**src/bmclp_pkg.sv**
```systemverilog
// ----------------------------------------------------------------------------
// bmclp_pkg
// shared types and constants of the button click and long press detector
// ----------------------------------------------------------------------------
package bmclp_pkg;

  localparam int unsigned TimeW  = 32;
  localparam int unsigned CfgW   = 16;
  localparam int unsigned CountW = 8;
  localparam int unsigned KindW  = 2;
  localparam int unsigned IdxW   = 2;

  localparam logic [CfgW-1:0] DebounceRst   = 16'd50;
  localparam logic [CfgW-1:0] ReleaseGapRst = 16'd500;
  localparam logic [CfgW-1:0] LongPressRst  = 16'd3000;

  localparam logic [CountW-1:0] CountMax = 8'hff;

  typedef enum logic [KindW-1:0] {
    EV_NONE  = 2'd0,
    EV_COUNT = 2'd1,
    EV_LONG  = 2'd2
  } event_kind_t;

  typedef enum logic [IdxW-1:0] {
    REG_DEBOUNCE    = 2'd0,
    REG_RELEASE_GAP = 2'd1,
    REG_LONG_PRESS  = 2'd2
  } reg_idx_t;

  typedef struct packed {
    logic [KindW-1:0]  event_kind;
    logic [CountW-1:0] press_count;
  } result_t;

  typedef struct packed {
    logic [CfgW-1:0] debounce_ms;
    logic [CfgW-1:0] release_gap_ms;
    logic [CfgW-1:0] long_press_ms;
  } cfg_t;

endpackage

```
**src/bmclp_core.sv**
```systemverilog
// ----------------------------------------------------------------------------
// bmclp_core
// detector state and single-pass next-state and event logic for one sample
// ----------------------------------------------------------------------------
module bmclp_core
  import bmclp_pkg::*;
(
  input  logic              clk,
  input  logic              rst_n,
  input  cfg_t              cfg,
  input  logic              step_en,
  input  logic [TimeW-1:0]  now_ms,
  input  logic              pin_level,
  output result_t           result
);

  logic              saved_level_r,     saved_level_nxt;
  logic              press_latched_r,   press_latched_nxt;
  logic [CountW-1:0] pending_r,         pending_nxt;
  logic              long_reported_r,   long_reported_nxt;
  logic [TimeW-1:0]  last_press_r,      last_press_nxt;
  logic [TimeW-1:0]  lockout_until_r,   lockout_until_nxt;

  logic              pressed;
  logic              locked;
  logic              press_new;
  logic [CountW-1:0] pend_cnt;
  logic [TimeW-1:0]  elapsed;
  logic              gap_ev;
  logic              long_ev;

  always_comb begin
    pressed   = ~pin_level;
    locked    = now_ms < lockout_until_r;
    press_new = pressed & ~saved_level_r & ~press_latched_r;
    pend_cnt  = pending_r;
    if (press_new && pending_r != CountMax) begin
      pend_cnt = pending_r + 1'b1;
    end
    elapsed = press_new ? '0 : (now_ms - last_press_r);
    gap_ev  = (elapsed > {{(TimeW-CfgW){1'b0}}, cfg.release_gap_ms}) & ~pressed &
              ((pend_cnt != '0) | long_reported_r);
    long_ev = (elapsed > {{(TimeW-CfgW){1'b0}}, cfg.long_press_ms}) & pressed &
              ~long_reported_r & (pend_cnt == {{(CountW-1){1'b0}}, 1'b1});

    saved_level_nxt   = saved_level_r;
    press_latched_nxt = press_latched_r;
    pending_nxt       = pending_r;
    long_reported_nxt = long_reported_r;
    last_press_nxt    = last_press_r;
    lockout_until_nxt = lockout_until_r;
    result.event_kind  = EV_NONE;
    result.press_count = '0;

    if (!locked) begin
      press_latched_nxt = pressed & (press_latched_r | press_new);
      pending_nxt       = pend_cnt;
      if (press_new) begin
        lockout_until_nxt = now_ms + {{(TimeW-CfgW){1'b0}}, cfg.debounce_ms};
        last_press_nxt    = now_ms;
      end
      if (gap_ev) begin
        pending_nxt = '0;
        if (long_reported_r) begin
          long_reported_nxt = 1'b0;
        end else begin
          result.event_kind  = EV_COUNT;
          result.press_count = pend_cnt;
        end
      end else if (long_ev) begin
        pending_nxt       = '0;
        long_reported_nxt = 1'b1;
        result.event_kind = EV_LONG;
      end else begin
        saved_level_nxt = pressed;
      end
    end
  end

  always_ff @(posedge clk) begin
    if (!rst_n) begin
      saved_level_r   <= 1'b0;
      press_latched_r <= 1'b0;
      pending_r       <= '0;
      long_reported_r <= 1'b0;
      last_press_r    <= '0;
      lockout_until_r <= '0;
    end else if (step_en) begin
      saved_level_r   <= saved_level_nxt;
      press_latched_r <= press_latched_nxt;
      pending_r       <= pending_nxt;
      long_reported_r <= long_reported_nxt;
      last_press_r    <= last_press_nxt;
      lockout_until_r <= lockout_until_nxt;
    end
  end

  a_long_sets_flag: assert property (@(posedge clk) disable iff (!rst_n)
    step_en && result.event_kind == EV_LONG |=> long_reported_r)
    else $error("long press event did not set long_reported");

  a_count_clears: assert property (@(posedge clk) disable iff (!rst_n)
    step_en && result.event_kind == EV_COUNT |=> pending_r == '0)
    else $error("count event did not clear pending presses");

  a_count_nonzero: assert property (@(posedge clk) disable iff (!rst_n)
    step_en && result.event_kind == EV_COUNT |-> result.press_count != '0)
    else $error("count event with zero presses");

  a_lock_holds: assert property (@(posedge clk) disable iff (!rst_n)
    step_en && locked |=> $stable(pending_r) && $stable(lockout_until_r))
    else $error("state changed during lockout");

endmodule

```
**src/bmclp_out_reg.sv**
```systemverilog
// ----------------------------------------------------------------------------
// bmclp_out_reg
// result register holding one beat until the downstream side takes it
// ----------------------------------------------------------------------------
module bmclp_out_reg
  import bmclp_pkg::*;
(
  input  logic              clk,
  input  logic              rst_n,
  input  logic              res_valid,
  output logic              res_ready,
  input  result_t           res,
  output logic              out_valid,
  input  logic              out_ready,
  output logic [KindW-1:0]  out_event_kind,
  output logic [CountW-1:0] out_press_count
);

  logic    valid_r, valid_nxt;
  result_t res_r;

  assign res_ready = ~valid_r | out_ready;

  always_comb begin
    valid_nxt = valid_r;
    if (res_valid && res_ready) begin
      valid_nxt = 1'b1;
    end else if (out_ready) begin
      valid_nxt = 1'b0;
    end
  end

  always_ff @(posedge clk) begin
    if (!rst_n) begin
      valid_r <= 1'b0;
    end else begin
      valid_r <= valid_nxt;
    end
  end

  always_ff @(posedge clk) begin
    if (res_valid && res_ready) begin
      res_r <= res;
    end
  end

  assign out_valid       = valid_r;
  assign out_event_kind  = res_r.event_kind;
  assign out_press_count = res_r.press_count;

endmodule

```
**src/button_multi_click_long_press_top.sv**
```systemverilog
// ----------------------------------------------------------------------------
// button_multi_click_long_press_top
// One sample beat in, one result beat out. A sample is taken into an input
// register, evaluated combinationally against the detector state and written
// to the result register once that register can take it, so a result passes
// through the input register and then the result register. A new sample is
// taken every cycle while the result side keeps up. Throughput is one beat
// per cycle while the result side keeps up, set by the state update loop in
// the core. Configuration writes are always accepted.
// ----------------------------------------------------------------------------
module button_multi_click_long_press_top
  import bmclp_pkg::*;
(
  input  logic              clk,
  input  logic              rst_n,
  input  logic              in_valid,
  output logic              in_ready,
  input  logic [TimeW-1:0]  in_now_ms,
  input  logic              in_pin_level,
  output logic              out_valid,
  input  logic              out_ready,
  output logic [KindW-1:0]  out_event_kind,
  output logic [CountW-1:0] out_press_count,
  input  logic              cfg_valid,
  output logic              cfg_ready,
  input  logic [IdxW-1:0]   cfg_index,
  input  logic [CfgW-1:0]   cfg_data
);

  cfg_t             cfg_r;
  logic             in_valid_r, in_valid_nxt;
  logic [TimeW-1:0] now_r;
  logic             pin_r;
  logic             res_ready;
  logic             step_en;
  result_t          result;

  assign cfg_ready = 1'b1;

  always_ff @(posedge clk) begin
    if (!rst_n) begin
      cfg_r.debounce_ms    <= DebounceRst;
      cfg_r.release_gap_ms <= ReleaseGapRst;
      cfg_r.long_press_ms  <= LongPressRst;
    end else if (cfg_valid) begin
      case (cfg_index)
        REG_DEBOUNCE:    cfg_r.debounce_ms    <= cfg_data;
        REG_RELEASE_GAP: cfg_r.release_gap_ms <= cfg_data;
        REG_LONG_PRESS:  cfg_r.long_press_ms  <= cfg_data;
        default: ;
      endcase
    end
  end

  assign step_en  = in_valid_r & res_ready;
  assign in_ready = ~in_valid_r | step_en;

  always_comb begin
    in_valid_nxt = in_valid_r;
    if (in_valid && in_ready) begin
      in_valid_nxt = 1'b1;
    end else if (step_en) begin
      in_valid_nxt = 1'b0;
    end
  end

  always_ff @(posedge clk) begin
    if (!rst_n) begin
      in_valid_r <= 1'b0;
    end else begin
      in_valid_r <= in_valid_nxt;
    end
  end

  always_ff @(posedge clk) begin
    if (in_valid && in_ready) begin
      now_r <= in_now_ms;
      pin_r <= in_pin_level;
    end
  end

  bmclp_core u_core (
    .clk       (clk),
    .rst_n     (rst_n),
    .cfg       (cfg_r),
    .step_en   (step_en),
    .now_ms    (now_r),
    .pin_level (pin_r),
    .result    (result)
  );

  bmclp_out_reg u_out (
    .clk             (clk),
    .rst_n           (rst_n),
    .res_valid       (in_valid_r),
    .res_ready       (res_ready),
    .res             (result),
    .out_valid       (out_valid),
    .out_ready       (out_ready),
    .out_event_kind  (out_event_kind),
    .out_press_count (out_press_count)
  );

endmodule

```
**config.mk**
```make
export PLATFORM = sky130hd
export DESIGN_NAME = button_multi_click_long_press_top
export DESIGN_NICKNAME = d
export VERILOG_FILES = /design/src/bmclp_pkg.sv /design/src/bmclp_core.sv /design/src/bmclp_out_reg.sv /design/src/button_multi_click_long_press_top.sv
export SDC_FILE = /design/constraint.sdc
export NUM_CORES = 1
export LEC_CHECK = 0
export BUFFER_PORTS_ARGS = -buffer_cell sky130_fd_sc_hd__buf_2
export CAP_MARGIN = 20
export CORE_MARGIN = 2
export CORE_UTILIZATION = 65
export CTS_CLUSTER_SIZE = 14
export DETAILED_ROUTE_END_ITERATION = 10
export PLACE_DENSITY = 0.91
export SETUP_SLACK_MARGIN = 0.15
export SLEW_MARGIN = 10
export SYNTH_ARGS = -nofsm -noshare
export SYNTH_HDL_FRONTEND = slang
export SYNTH_SLANG_ARGS = --single-unit
```
**constraint.sdc**
```tcl
create_clock -name clk -period 8.54 [get_ports clk]
set_clock_uncertainty 0.15 [all_clocks]
set_input_delay 0.427 -clock clk [delete_from_list [all_inputs] [get_ports clk]]
set_output_delay 0.427 -clock clk [all_outputs]
set_load 0.05 [all_outputs]
```
==> flow_summary_export.csv, run 1 <==
group,metric,value,unit
logic_synthesis,ys_seq_elements,168,
die,die_y,134,um
power_and_ir_drop,pwr-share-clk,0.377,
route,num_vias,10200,
hold_path,min_path_type,"in2reg",
global_routing,grt_usage,0.316,
global_routing,use_met2,0.499,
global_routing,gr-usage-met3,0.0612,
logic_synthesis,yosysWarnings,0,
power_and_ir_drop,p_sw,658,uW
place,dpl_cell_area,11500,um^2
critical_path,crit_type,"reg2reg",
global_routing,antenna_found_initial,0,
timing,fmax,196,MHz
power_and_ir_drop,p_per_area,178,nW/um^2
timing,tns,0,ns
timing,slew_headroom,0.309,
power_and_ir_drop,pwr-share-comb,0.213,
clock_network,cts_resized,0,
critical_path,required,8.70,ns
power_and_ir_drop,p_int,1490,uW
final_layout,final_area,12100,um^2
timing,slew_viol_final,0,
final_layout,multi_input_area,6600,um^2
final_layout,fin_nets,1566,
timing,hold_violations,0,
power_and_ir_drop,p_sw_frac,0.306,
route,drt-wirelength-per-cell,17.3,um
global_routing,grt.overflow.total,0,
clock_network,clk_pin_slew_worst_paths,0.07,ns
timing,fin_ws,3.44,ns
clock_network,hold_buffers,0,
logic_synthesis,netlist_area,11000,um^2
place,place_congestion,0.987,
clock_network,htreeDepth,4,
timing,fin_crit,5.10,ns
final_layout,drive_gt1_frac,0.0907,
die,rows,47,
logic_synthesis,ys_seq_area_frac,0.344,
logic_synthesis,synth_fp_nets,1529,
die,start_util,0.664,
global_routing,top_usage_layer,"met2",
final_layout,fin_util,0.729,
run,cap_violations,0,
route,drcViolationCount,0,
clock_network,cts_buffers,17,
die,dieArea,18000,um^2
power_and_ir_drop,power.leakage,0.00470,uW
power_and_ir_drop,ir_worst_vdd,0.148,mV
logic_synthesis,synthTopCellsByArea,"dfxtp_1 (23%), ha_1 (12%), edfxtp_1 (12%), nand2_1 (7.6%), a21oi_1 (6.9%)",
global_routing,grt_use_met1,0.437,
final_layout,seqCellArea,3790,um^2
logic_synthesis,synth_edf_count,43,
logic_synthesis,synth_cell_types,66,
clock_network,cts_root_buf,"clkbuf_16",
run_status,status,"finished clean",
place,dpl_worst_slack,3.52,ns
critical_path,critPathArrivalTime,5.25,ns
final_layout,instances_no_fill,1632,
clock_network,cts_sinks,168,
timing,rsz0062_at_grt,"no",
critical_path,endpoint_kind,"flop",
logic_synthesis,ys_async_sr_fraction,0,
global_routing,grt_max_degree,74,
route,viasPerCell,6.26,
global_routing,first_global_vias,9364,
logic_synthesis,synth_top_cell_area_share,0.227,
timing,tightest_slew,1.03,ns
route,firstDrtPassIters,5,
route,totalWireLength,28300,um
route,drtIter0Drc,896,
logic_synthesis,yosysTopAreaCell,"dfxtp_1",
final_layout,fillers,1236,
power_and_ir_drop,p_seq_frac,0.410,
critical_path,worstSetupStartpointType,"flop",
clock_network,cts_tree,"done",
place,post-place-cells,1600,
clock_network,post_cts_buffers,0,
logic_synthesis,postSynthAreaPerCell,8.09,um^2
final_layout,synthToLayoutAreaGrowth,9.73,%
clock_network,clock_latency,0.43,ns
timing,setup_viol,0,
critical_path,crit_path_max_fanout,7,
final_layout,antenna_cells,0,
clock_network,cts_buffer_depth,2,
die,dieWidth,134,um
global_routing,grt_pass1_wl,45800,um
logic_synthesis,synthFlopType,"dfxtp_1",
place,port_buffers,67,
route,detail-route-antenna-nets,0,
place,dpl.hpwl,20100,um
die,ios,69,
die,core,16600,um^2
timing,fin_crit_sh,0.597,
logic_synthesis,netlist_instances,1362,
[worst max-delay path, stage by stage, from the launching register on]
cell and delay [ns]:
edfxtp_1 0.46, ha_1 0.33, nor2b_1 0.14, o31a_1 0.28
o21ai_0 0.17, nand2b_1 0.09, and2_1 0.18, a41oi_1 0.29
o21ai_0 0.18, a21boi_0 0.25, xor2_1 0.19, nor2_1 0.09
ha_1 0.31, and4_1 0.25, nand4_1 0.12, o41ai_1 0.40
o211ai_1 0.29, nor3b_1 0.23, a211oi_2 0.46, nor2_1 0.10
[state kept, by name (all words and copies together) (netlist names), 2 cells and up]
register,cells
cfg_r,48
now_r,32
u_out.out_event_kind,2
u_core.last_press_r,32
u_core.pending_r,8
u_out.out_press_count,8
u_core.lockout_until_r,32
[worst paths after layout]
check / start / to / slack, ns / depth (start not counted)
worst min-delay path: in_now_ms[11] / now_r[11] / 0.01 / 1
worst max-delay path: now_r[1] / u_core.pending_r[6] / 3.44 / 19
worst min register to register: u_core.lockout_until_r[2] / u_core.lockout_until_r[2] / 0.30 / 2
worst max register to register: now_r[1] / u_core.pending_r[6] / 3.44 / 19
[power groups by stage]
stage	registers [uW]	clock network (uW)	logic [uW]
after floorplan	896	0	325
after global placement	897	0	424
after detailed placement	899	0	437
after CTS	882	811	446
after global routing	886	847	502
final	883	811	458
[cells by family (layout without fill, tap and decap cells)]
group / after synthesis / after routing / synth area share
AO/OA/AOI/OAI: 383 / 383 / 0.224
adder cells (fa/ha/maj): 111 / 111 / 0.127
XOR/XNOR: 54 / 54 / 0.0429
flip-flops: 168 / 168 / 0.344
AND/OR/NAND/NOR: 474 / 474 / 0.199
multiplexers: 5 / 5 / 0.00454
other: 1 / 1 / 0.000341
buffers and inverters: 166 / 216 / 0.0575
[final cells by class]
| class | count | share of cell area |
|---|---|---|
| clock inverters | 15 | 0.0154 |
| well taps | 220 | 0.0228 |
| flip-flops and latches | 168 | 0.314 |
| clock buffers | 17 | 0.0352 |
| inverters | 110 | 0.0342 |
| multi-input cells | 1028 | 0.546 |
| repair buffers | 74 | 0.0321 |
[per-layer routing]
layer	part of all wire	routed length (um)	up-vias
li1	-	-	4907
met5	0	0	-
met1	0.44	12300	4738
met2	0.45	12600	503
met3	0.093	2620	66
met4	0.024	676	0
[cells in the final DEF (no fill, tap or decap), types with 25 or more instances in the layout]
master    instances
o21ai_0          50
edfxtp_1         43
a21o_1           32
a21oi_1         151
buf_2            67
nand2_1         223
nor2_1           88
dfxtp_1         125
inv_1           109
o211ai_1         25
xnor2_1          34
ha_1            109
[cell usage after synthesis (all sizes together), types with 7 or more instances]
master / n
nand4: 19
o21ai: 50
nand2b: 7
a21oi: 152
and3: 11
dfxtp: 125
o31ai: 9
nor2: 88
nand3: 24
xnor2: 34
a21o: 32
o211ai: 25
and2: 9
or3: 11
clkbuf: 48
a211o: 8
ha: 109
xor2: 20
buf: 8
a211oi: 24
nand2: 223
nor3: 25
nor2b: 18
edfxtp: 43
or2: 7
inv: 110
o21a: 19
[through the flow]
step           power [uW]  hold WS [ns]
2_1_floorplan        1220         0.282
3_5_place_dp         1340         0.296
4_1_cts              2140       0.00799
3_3_place_gp         1320         0.289
6_report             2150        0.0136
5_1_grt              2240       0.00196
(Power assumes the default switching activity.)
==> run 2: changes to the inputs <==
Settings changed: CORE_UTILIZATION 65 to 56, PLACE_DENSITY 0.91 to 0.83.
Clock period 8.54 ns to 4.6 ns, I/O delays scaled along.
==> flow_summary_export.csv, run 2 (synthesis gave the netlist of run 1 again) <==
group,metric,value,unit
critical_path,worstSetupStartpointType,"flop",
final_layout,layout_commonest_cell,"nand2_1",
timing,fin_crit_sh,0.954,
clock_network,cts_buffers,17,
timing,slew_viol_final,0,
route,totalWireLength,29200,um
critical_path,timing.rr.start,"now_r[7]",
die,dieWidth,144,um
timing,fin_crit,4.39,ns
global_routing,grt.overflow.total,0,
hold_path,holdCritStartpoint,"cfg_index[0]",
place,place_congestion,0.968,
hold_path,min_path_type,"in2reg",
route,drt-wirelength-per-cell,16.4,um
power_and_ir_drop,power.leakage,0.00515,uW
die,rows,51,
timing,slew_headroom,0.323,
global_routing,grt_max_degree,60,
critical_path,required,4.74,ns
die,core,19400,um^2
route,firstDrtPassIters,5,
clock_network,clk_pin_slew_worst_paths,0.07,ns
final_layout,instances_no_fill,1777,
die,die_y,144,um
power_and_ir_drop,pwr-share-comb,0.237,
clock_network,cts_sinks,168,
die,start_util,0.568,
die,dieArea,20800,um^2
route,detail-route-antenna-nets,0,
clock_network,cts_buffer_depth,2,
route,viasPerCell,5.82,
clock_network,clock_latency,0.44,ns
power_and_ir_drop,pwr-share-clk,0.356,
clock_network,htreeDepth,4,
power_and_ir_drop,p_sw,1240,uW
timing,setup_viol,0,
power_and_ir_drop,p_seq_frac,0.407,
power_and_ir_drop,ir_worst_vdd,0.260,mV
global_routing,grt_usage,0.284,
global_routing,grt_pass1_wl,46700,um
final_layout,drive_gt1_frac,0.126,
critical_path,crit_type,"reg2reg",
final_layout,final_cell_mix,"nand2_1 (223), a21oi_1 (150), dfxtp_1 (125)",
route,num_vias,10300,
place,post-place-cells,1689,
die,ios,69,
global_routing,antenna_found_initial,0,
timing,rsz0062_at_grt,"yes",
timing,tns,0,ns
timing,tightest_slew,1.01,ns
final_layout,largest_reg_flops,48,
timing,fmax,228,MHz
critical_path,critPathArrivalTime,4.53,ns
clock_network,cts_tree,"done",
final_layout,fin_nets,1666,
critical_path,crit_start,"now_r[7]",
final_layout,fillers,1572,
power_and_ir_drop,p_sw_frac,0.309,
global_routing,first_global_vias,9736,
route,drcViolationCount,0,
timing,fin_hold_ws,0.108,ns
route,drtIter0Drc,686,
run_status,status,"finished clean",
critical_path,endpoint_kind,"flop",
final_layout,antenna_cells,0,
timing,hold_violations,0,
final_layout,synthToLayoutAreaGrowth,18.7,%
power_and_ir_drop,p_int,2770,uW
critical_path,crit_path_max_fanout,5,
final_layout,top_register,"cfg_r",
place,dpl.hpwl,21200,um
power_and_ir_drop,p_per_area,306,nW/um^2
place,port_buffers,67,
run,cap_violations,0,
clock_network,cts_root_buf,"clkbuf_16",
==> run 2: worst paths after layout <==
path / endpoint / slack (ns) / cells after the start
max: u_out.out_press_count[3] / 0.21 / 15
min: cfg_r[34] / 0.11 / 4
max reg2reg: u_out.out_press_count[3] / 0.21 / 15
min reg2reg: u_core.lockout_until_r[11] / 0.30 / 2
==> run 2: critical path, stage by stage, from the launching register on <==
cell and delay (ns):
edfxtp_1 0.49, ha_1 0.36, a21o_1 0.18, or3_1 0.32, o21a_2 0.25, a211oi_4 0.26
xor2_1 0.16, nor2_1 0.08, ha_1 0.31, and4_4 0.23, nand4_1 0.10, o21bai_1 0.17
o31a_1 0.26, a31o_4 0.25, a2111o_1 0.51, nor2_1 0.14
==> run 2: final cells by class <==
class / count / area (um^2) / share of cell area
multi-input cells: 1029 / 6690 / 0.512
flip-flops and latches: 168 / 3790 / 0.290
repair buffers: 173 / 1270 / 0.0973
clock buffers: 20 / 458 / 0.0350
inverters: 110 / 413 / 0.0316
well taps: 265 / 332 / 0.0254
clock inverters: 12 / 115 / 0.00881
==> run 2: timing repair <==
action | in CTS | in global routing
setup buffers | 2 | 2
gates resized for setup | 6 | 16
pin swaps | 7 | 21
hold endpoints to repair | 78 | 0
gates cloned | 0 | 1
hold buffers | 51 | 0
setup endpoints to repair | 19 | 19
==> run 2: power groups by stage <==
stage                     logic, uW  registers, uW  clock network, uW
after floorplan                 605           1660                  0
after global placement          846           1660                  0
after detailed placement        861           1660                  0
after CTS                       916           1630               1430
after global routing           1050           1640               1480
final                           949           1630               1420
==> run 2: metrics by stage <==
stage	cell area (um^2)	total power [uW]	setup WS, ns	utilization
after floorplan	11000	2270	0.166	-
after global placement	11900	2500	0.0845	0.612
after detailed placement	11900	2520	-0.0355	0.612
after CTS	13000	3980	0.149	0.670
after global routing	13100	4170	-0.0417	0.674
final	13100	4000	0.214	0.674
==> run 2: layer usage <==
metal  GRT usage  wire length (um)  vias to the layer above
met2       0.460             13100                      407
met1       0.390             13500                     4754
met4      0.0961               694                        0
li1            -                 -                     5113
met3      0.0417              1930                       63
met5           0                 0                        -
==> run 3: changes to the inputs <==
Settings changed: BUFFER_PORTS_ARGS -buffer_cell sky130_fd_sc_hd__buf_2 to not set, CORE_UTILIZATION 56 to 59, DONT_BUFFER_PORTS set to 1, PLACE_DENSITY 0.83 to 0.84.
==> flow_summary_export.csv, run 3 (synthesis gave the netlist of run 1 again) <==
group,metric,value,unit
power_and_ir_drop,ir_worst_vdd,0.317,mV
clock_network,cts_sinks,168,
timing,fin_crit_sh,0.964,
critical_path,critPathArrivalTime,4.61,ns
timing,fmax,226,MHz
run_status,status,"finished clean",
place,post-place-cells,1577,
die,dieArea,19800,um^2
timing,rsz0062_at_grt,"yes",
die,die_y,141,um
timing,fin_crit,4.43,ns
die,rows,49,
clock_network,htreeDepth,4,
route,num_vias,10300,
route,viasPerCell,6.15,
global_routing,grt_usage,0.302,
route,detail-route-antenna-nets,0,
die,ios,69,
timing,fin_hold_ws,0.0700,ns
clock_network,cts_buffer_depth,2,
final_layout,fin_util,0.709,
timing,hold_violations,0,
clock_network,clock_latency,0.44,ns
timing,slew_headroom,0.275,
final_layout,fin_nets,1602,
clock_network,cts_tree,"done",
global_routing,antenna_found_initial,0,
route,drcViolationCount,0,
timing,setup_viol,0,
hold_path,min_path_type,"in2reg",
place,port_buffers,0,
critical_path,crit_path_max_fanout,5,
place,place_congestion,0.946,
route,firstDrtPassIters,8,
route,totalWireLength,30200,um
global_routing,grt_pass1_wl,48000,um
die,dieWidth,141,um
final_layout,layout_commonest_cell,"nand2_1",
clock_network,clk_pin_slew_worst_paths,0.07,ns
final_layout,top_register,"cfg_r",
route,drt-wirelength-per-cell,18.0,um
critical_path,worstSetupStartpointType,"flop",
final_layout,final_cell_mix,"nand2_1 (223), a21oi_1 (148), dfxtp_1 (124)",
final_layout,seqCellArea,3790,um^2
critical_path,required,4.78,ns
die,core,18100,um^2
final_layout,synthToLayoutAreaGrowth,16.9,%
final_layout,antenna_cells,0,
global_routing,first_global_vias,9799,
power_and_ir_drop,power.leakage,0.00491,uW
critical_path,crit_type,"reg2reg",
power_and_ir_drop,p_total,4080,uW
final_layout,drive_gt1_frac,0.0898,
place,dpl.hpwl,21000,um
timing,tns,0,ns
final_layout,largest_reg_flops,48,
run,cap_violations,0,
power_and_ir_drop,p_per_area,317,nW/um^2
global_routing,grt.overflow.total,0,
timing,tightest_slew,1.08,ns
critical_path,endpoint_kind,"flop",
clock_network,cts_root_buf,"clkbuf_16",
final_layout,instances_no_fill,1677,
clock_network,cts_buffers,17,
die,start_util,0.607,
route,drtIter0Drc,877,
final_layout,multi_input_area,6770,um^2
global_routing,grt_max_degree,56,
final_layout,fillers,1348,
timing,slew_viol_final,0,
run 3: cell types whose count changed in the layout (fill, tap and decap cells not counted), sizes merged:
cell,delta
clkinvlp,-2
bufinv,+2
inv,-2
dlygate4sd3,+7
clkbuf,-3
buf,-71
clkinv,+5
run 3: final cells by class:
| cell class | instances | share of cell area |
|---|---|---|
| Clock buffer | 17 | 0.0331 |
| Clock inverter | 15 | 0.0137 |
| Inverter | 110 | 0.0321 |
| Multi-Input combinational cell | 1029 | 0.526 |
| Sequential cell | 168 | 0.295 |
| Tap cell | 229 | 0.0223 |
| Timing Repair Buffer | 109 | 0.0783 |
run 3: final timing paths:
kind	start	to	slack (ns)	depth (start not counted)
hold / removal	cfg_index[1]	cfg_r[27]	0.07	4
setup / recovery	now_r[1]	u_core.saved_level_r	0.17	20
setup reg to reg	now_r[1]	u_core.saved_level_r	0.17	20
hold reg to reg	u_core.lockout_until_r[3]	u_core.lockout_until_r[3]	0.30	2
run 3: repair_timing:
item	CTS	global route
resized for setup	10	25
setup buffers	6	1
pin swaps	8	20
hold buffers	58	0
endpoints found under the setup margin	19	20
cloned	0	1
hold endpoints to repair	92	0
run 3: critical path: stages, from the launching register on:
cell and delay (ns):
edfxtp_1 0.39, ha_1 0.31, nor2b_4 0.13, o31a_1 0.25
o21ai_1 0.12, nand2b_1 0.08, and2_4 0.17, a41oi_4 0.18
o21ai_2 0.09, a21boi_2 0.16, xor2_1 0.17, nor2_1 0.08
ha_1 0.30, and4_4 0.22, nand4_1 0.10, o21bai_4 0.18
o31a_1 0.26, a31o_4 0.25, or2_4 0.24, and4_1 0.20
o31a_1 0.27
run 3: where the power goes:
part           leakage, uW  internal [uW]  switching (uW)
logic              0.00319            394             543
clock network     0.000288            857             631
registers          0.00143           1580            69.9
total              0.00491           2830            1240
run 3: per-stage QoR:
stage / cell area, um^2 / setup slack, ns
2_1_floorplan: 11000 / 0.166
3_3_place_gp: 11400 / 0.0875
3_5_place_dp: 11400 / -0.0989
4_1_cts: 12700 / 0.150
5_1_grt: 12900 / 0.0149
6_report: 12900 / 0.166
run 3: layer usage:
layer / global-route usage / wire length, um / vias up
li1: - / - / 4990
met1: 0.415 / 13300 / 4819
met2: 0.487 / 13800 / 458
met3: 0.0564 / 2530 / 52
met4: 0.0900 / 669 / 0
met5: 0 / 0 / -
